==> src/sv/aarm_pkg.sv <==
// Shared constants and the CORDIC arctangent table for the axis-angle rotation block.
package aarm_pkg;

    localparam int IN_W     = 16;
    localparam int OUT_W    = 16;
    localparam int NUM_AX   = 3;
    localparam int NUM_ENT  = 9;

    // CORDIC datapath width: Q30 values plus growth and sign.
    localparam int CW       = 34;
    // Digit-by-digit square root of a 62-bit radicand: one result bit per step.
    localparam int SQ_STEPS = 31;
    localparam int SQ_RAD_W = 62;
    localparam int SQ_REM_W = 33;
    localparam int N2_W     = 32;
    localparam int MAG_W    = 16;
    localparam int R_W      = 31;

    localparam logic signed [CW-1:0] CORDIC_X0  = 34'sd652032874;
    localparam logic signed [CW-1:0] QTR_TURN   = 34'sd1073741824;
    localparam logic signed [CW-1:0] HALF_TURN  = 34'sd2147483648;

    // Arctangent of 2^-i in 2^32-per-turn units.
    localparam logic [31:0] ATAN_TAB [32] = '{
        32'h20000000, 32'h12E4051E, 32'h09FB385B, 32'h051111D4,
        32'h028B0D43, 32'h0145D7E1, 32'h00A2F61E, 32'h00517C55,
        32'h0028BE53, 32'h00145F2F, 32'h000A2F98, 32'h000517CC,
        32'h00028BE6, 32'h000145F3, 32'h0000A2F9, 32'h0000517D,
        32'h000028BE, 32'h0000145F, 32'h00000A30, 32'h00000518,
        32'h0000028C, 32'h00000146, 32'h000000A3, 32'h00000051,
        32'h00000029, 32'h00000014, 32'h0000000A, 32'h00000005,
        32'h00000003, 32'h00000001, 32'h00000001, 32'h00000000
    };

endpackage

==> src/sv/aarm_front.sv <==
// Front stages: axis magnitudes, squared norm and angle folding.
module aarm_front (
    input  logic                                   aclk,
    input  logic                                   en,
    input  logic signed [aarm_pkg::IN_W-1:0]       in_x,
    input  logic signed [aarm_pkg::IN_W-1:0]       in_y,
    input  logic signed [aarm_pkg::IN_W-1:0]       in_z,
    input  logic        [aarm_pkg::IN_W-1:0]       in_phase,
    output logic        [aarm_pkg::N2_W-1:0]       n2,
    output logic        [aarm_pkg::MAG_W-1:0]      mag [aarm_pkg::NUM_AX],
    output logic                                   sgn [aarm_pkg::NUM_AX],
    output logic                                   zero,
    output logic signed [aarm_pkg::CW-1:0]         p,
    output logic                                   pneg
);
    import aarm_pkg::*;

    logic signed [IN_W-1:0]  ax [NUM_AX];
    logic [MAG_W-1:0]        mag_next [NUM_AX];
    logic [N2_W-1:0]         sq_next [NUM_AX];
    logic signed [31:0]      p32;
    logic signed [CW-1:0]    pe;
    logic signed [CW-1:0]    p_next;
    logic                    pneg_next;

    logic [N2_W-1:0]         sq_reg [NUM_AX];
    logic [MAG_W-1:0]        mag1_reg [NUM_AX];
    logic                    sgn1_reg [NUM_AX];
    logic                    zero1_reg;
    logic signed [CW-1:0]    p1_reg;
    logic                    pneg1_reg;

    logic [N2_W-1:0]         n2_reg;
    logic [MAG_W-1:0]        mag2_reg [NUM_AX];
    logic                    sgn2_reg [NUM_AX];
    logic                    zero2_reg;
    logic signed [CW-1:0]    p2_reg;
    logic                    pneg2_reg;

    assign ax[0] = in_x;
    assign ax[1] = in_y;
    assign ax[2] = in_z;

    always_comb begin
        for (int i = 0; i < NUM_AX; i++) begin
            mag_next[i] = ax[i][IN_W-1] ? MAG_W'(-ax[i]) : MAG_W'(ax[i]);
            sq_next[i]  = N2_W'(mag_next[i]) * N2_W'(mag_next[i]);
        end
    end

    // The phase is a signed turn fraction; fold it into the CORDIC range.
    always_comb begin
        p32       = {in_phase, 16'h0000};
        pe        = CW'(p32);
        p_next    = pe;
        pneg_next = 1'b0;
        if (pe > QTR_TURN) begin
            p_next    = pe - HALF_TURN;
            pneg_next = 1'b1;
        end else if (pe < -QTR_TURN) begin
            p_next    = pe + HALF_TURN;
            pneg_next = 1'b1;
        end
    end

    always_ff @(posedge aclk) begin
        if (en) begin
            for (int i = 0; i < NUM_AX; i++) begin
                sq_reg[i]   <= sq_next[i];
                mag1_reg[i] <= mag_next[i];
                sgn1_reg[i] <= ax[i][IN_W-1];
                mag2_reg[i] <= mag1_reg[i];
                sgn2_reg[i] <= sgn1_reg[i];
            end
            zero1_reg <= (in_x == '0) && (in_y == '0) && (in_z == '0);
            p1_reg    <= p_next;
            pneg1_reg <= pneg_next;
            n2_reg    <= sq_reg[0] + sq_reg[1] + sq_reg[2];
            zero2_reg <= zero1_reg;
            p2_reg    <= p1_reg;
            pneg2_reg <= pneg1_reg;
        end
    end

    assign n2   = n2_reg;
    assign mag  = mag2_reg;
    assign sgn  = sgn2_reg;
    assign zero = zero2_reg;
    assign p    = p2_reg;
    assign pneg = pneg2_reg;

endmodule

==> config.mk <==
export PLATFORM = sky130hd
export DESIGN_NAME = aarm_front
export DESIGN_NICKNAME = d
export VERILOG_FILES = /design/src/sv/aarm_pkg.sv /design/src/sv/aarm_front.sv
export SDC_FILE = /design/constraint.sdc
export NUM_CORES = 2
export LEC_CHECK = 0
export BUFFER_PORTS_ARGS = -buffer_cell sky130_fd_sc_hd__buf_2
export CORE_MARGIN = 8
export CORE_UTILIZATION = 24
export CTS_CLUSTER_DIAMETER = 50
export DETAILED_ROUTE_END_ITERATION = 12
export SLEW_MARGIN = 40
export SYNTH_ARGS = -nofsm -noshare
export SYNTH_HDL_FRONTEND = slang
export SYNTH_SLANG_ARGS = --single-unit
==> constraint.sdc <==
create_clock -name aclk -period 8.75 [get_ports aclk]
set_clock_uncertainty 0.05 [all_clocks]
set_input_delay 0.4375 -clock aclk [delete_from_list [all_inputs] [get_ports aclk]]
set_output_delay 0.4375 -clock aclk [all_outputs]
set_load 0.02 [all_outputs]
==> summary.txt <==
Run status
  • Status: finished clean

Route
  • Via-to-Cell Ratio: about 4.3
  • DR DRC count: 0
  • Pre-antenna DRT Iters: 5
  • Routed via count: 21900
  • Initial DRC Count: 1224
  • WL/cell: between 15 and 20 µm
  • Drt total wl: between 80000 and 90000 µm
  • Routed Antenna Nets: 0

Global route
  • Grt ovf: 0
  • Global-route wire length before repair: about 130000 µm
  • Grt peak-use layer: met2
  • Pin count of the biggest net entering global routing: roughly 100
  • Global Route Usage Sum: 11.6%
  • GR Util met3: around 3.4%
  • Vias in the first global route: about 23000
  • Initial antenna violation count: 27
  • Routing usage on met1: between 15 and 20%
  • Met2 usage: between 10% and 20%

Placed design
  • Placer Congestion: between 0.8 and 0.9
  • Hpwl dp: approximately 71000 µm
  • Area after DPL: ~0.035 mm²
  • PortBufs: between 150 and 200
  • Pre-CTS setup slack: about 240 ps

Yosys
  • Post-synth EDFFs: about 260
  • Top-area cell type share of the netlist area: approximately 33%
  • Cells after Synth: 3047
  • Synth top area cells: fa_1 (33%), edfxtp_1 (25%), ha_1 (12%)
  • Synth Warn #: 0
  • Post-synth ARST share: 0%
  • Dominant synthesized flop cell: edfxtp_1
  • Biggest area consumer among synthesized cells: fa_1
  • Number of synthesized register bits: around 260
  • Seq/Total Area, Yosys: around 25%
  • Avg Cell Area, Syn: 10.5 µm²
  • Synth cell types: 78
  • Syn Std Cell Area: about 0.032 mm²

Timing
  • Worst slew margin: a little under half
  • Final period util: 90.4%
  • Total Neg Setup Slack: 0 ps
  • Worst Max-Slew Pin Slew: between 800 and 900 ps
  • RSZ-0062 raised after global routing: false
  • Setup WS post-layout: around 840 ps
  • Final Max Tran Viols: 0
  • Max Fclk: 126 MHz
  • Final setup fails: 0
  • Final Critical Period: just under 8000 ps
  • Hold Violations, Final: 0

Cells and area
  • Area grow syn2layout: 16.0%
  • Share of layout cells above drive strength 1: between 10% and 20%
  • Nets: 4237
  • Fin util: approximately 28%
  • Design Area, Final: ~0.037 mm²
  • Max reg flops: a little over 90

Setup path
  • Slowest cell on the critical path: fa_1
  • CP startpoint: in_y[0]
  • Critical R2R Launch: sq_reg[0][69]
  • Worst Setup End Kind: flip-flop
  • R2R setup slack: 4220 ps
  • Critical Path RT: between 9000 and 10000 ps
  • WS Path Type: input pin to flip-flop
  • Max FO, Critical Path: 8
  • Crit path DAT: just over 8000 ps
  • Crit start category: input pin
  • Crit-path max cell delay: 550 ps

Floorplan
  • Die area: 0.145 mm²
  • Row Count: approximately 130
  • Initial Utilization: between 20% and 30%
  • Die width: 381 µm
  • Core box area: 0.133 mm²
  • Die H: 381 µm
  • # IOs: about 190

Clocking
  • Worst-path clk slew: about 60 ps
  • Clock Sinks: 262
  • Clock Latency Late Sink: approximately 600 ps
  • CTS tree: done
  • CTS H-tree lvls: 2
  • Buffer count from post-CTS setup fixing: 0
  • CTS Buf Count: 40
  • Post_cts resized: 0
  • Root Buffer: clkbuf_16
  • Cts hold-fix bufs: 14
  • Clk buf depth: 3

Worst hold path
  • Hold Crit Class: input pin to flip-flop
  • Min-delay src: in_phase[13]

Job
  • Max_cap viols: 0
## placed cells by master (no fill, tap or decap), types with 27 or more instances in the layout
master	instances
inv_1	712
clkbuf_16	40
nand2_1	259
a21oi_1	110
xnor2_1	107
buf_2	167
a21o_1	54
buf_4	68
nand3_1	27
xor2_1	55
fa_1	522
ha_1	319
o21ai_0	62
edfxtp_1	262
nor2_1	204
conb_1	53
## cell usage after synthesis (all sizes together) (3+ instances only)
master     n
a31o       6
a211oi    13
ha       319
and3      18
buf       25
nor3      26
xor2      58
a31oi     12
nand3b     3
a21oi    110
a21o      54
nand3     27
o31a       3
nand4      9
inv      724
a2111oi    3
or2        3
o21bai    17
nor2b     10
or3        8
o22ai      3
clkbuf    37
fa       522
clkinv    16
and2      12
o21a      20
a221oi     3
nand2b    13
o41ai      8
nand2    261
nor4      11
a311oi     3
o211ai     5
xnor2    109
or4        7
o31ai     10
nor2     206
o21ai     66
edfxtp   262
## per-stage QoR
| step | hold WS (ps) | std cells |
|---|---|---|
| 6_report | 85.0 | 5140 |
| 5_1_grt | 44.1 | 5129 |
| 4_1_cts | 42.0 | 5128 |
| 3_5_place_dp | 355 | 5042 |
| 3_3_place_gp | 351 | 5041 |
| 2_1_floorplan | 350 | 3098 |
## worst paths after layout
kind / depth (start not counted) / to
max: 29 / sq_reg[0][62]
min: 1 / p1_reg[29]
max reg2reg: 10 / n2[27]
min reg2reg: 0 / mag[45]
## cell families (layout without fill, tap and decap cells)
group / count (synthesis) / after routing / synth area share (%)
buffers and inverters: 802 / 1064 / 9.67
AO/OA/AOI/OAI: 352 / 352 / 7.25
XOR/XNOR: 167 / 167 / 4.74
AND/OR/NAND/NOR: 620 / 620 / 8.42
other: 2 / 65 / 0.0235
adder cells (fa/ha/maj): 841 / 841 / 45.2
flip-flops: 262 / 262 / 24.6
multiplexers: 1 / 1 / 0.0353
## final cells by class
type / instances / area, µm²
Antenna cell: 12 / 30.0
Clock buffer: 40 / 1000
Clock inverter: 32 / 435
Fill cell: 14000 / 95700
Inverter: 740 / 2780
Multi-Input combinational cell: 2034 / 21200
Sequential cell: 262 / 7870
Tap cell: 1768 / 2210
Timing Repair Buffer: 252 / 1550
## critical path: cells and delay by family
kind,cells,cell delay [ps]
adders and majority gates,8,3600
and+or+nand+nor,6,1540
AOI/OAI and AO/OA,5,1300
buffers and inverters,8,910
xor gates and xnor gates,2,370
## metal layers
metal | vias to the layer above | share of wire [%]
li1 | 10200 | -
met1 | 11000 | 45
met2 | 575 | 44
met3 | 127 | 8.3
met4 | 12 | 2.2
met5 | - | 0.088
Power is not shown: default switching activity piles up to over one toggle a cycle in this logic, so the estimate is an artifact.
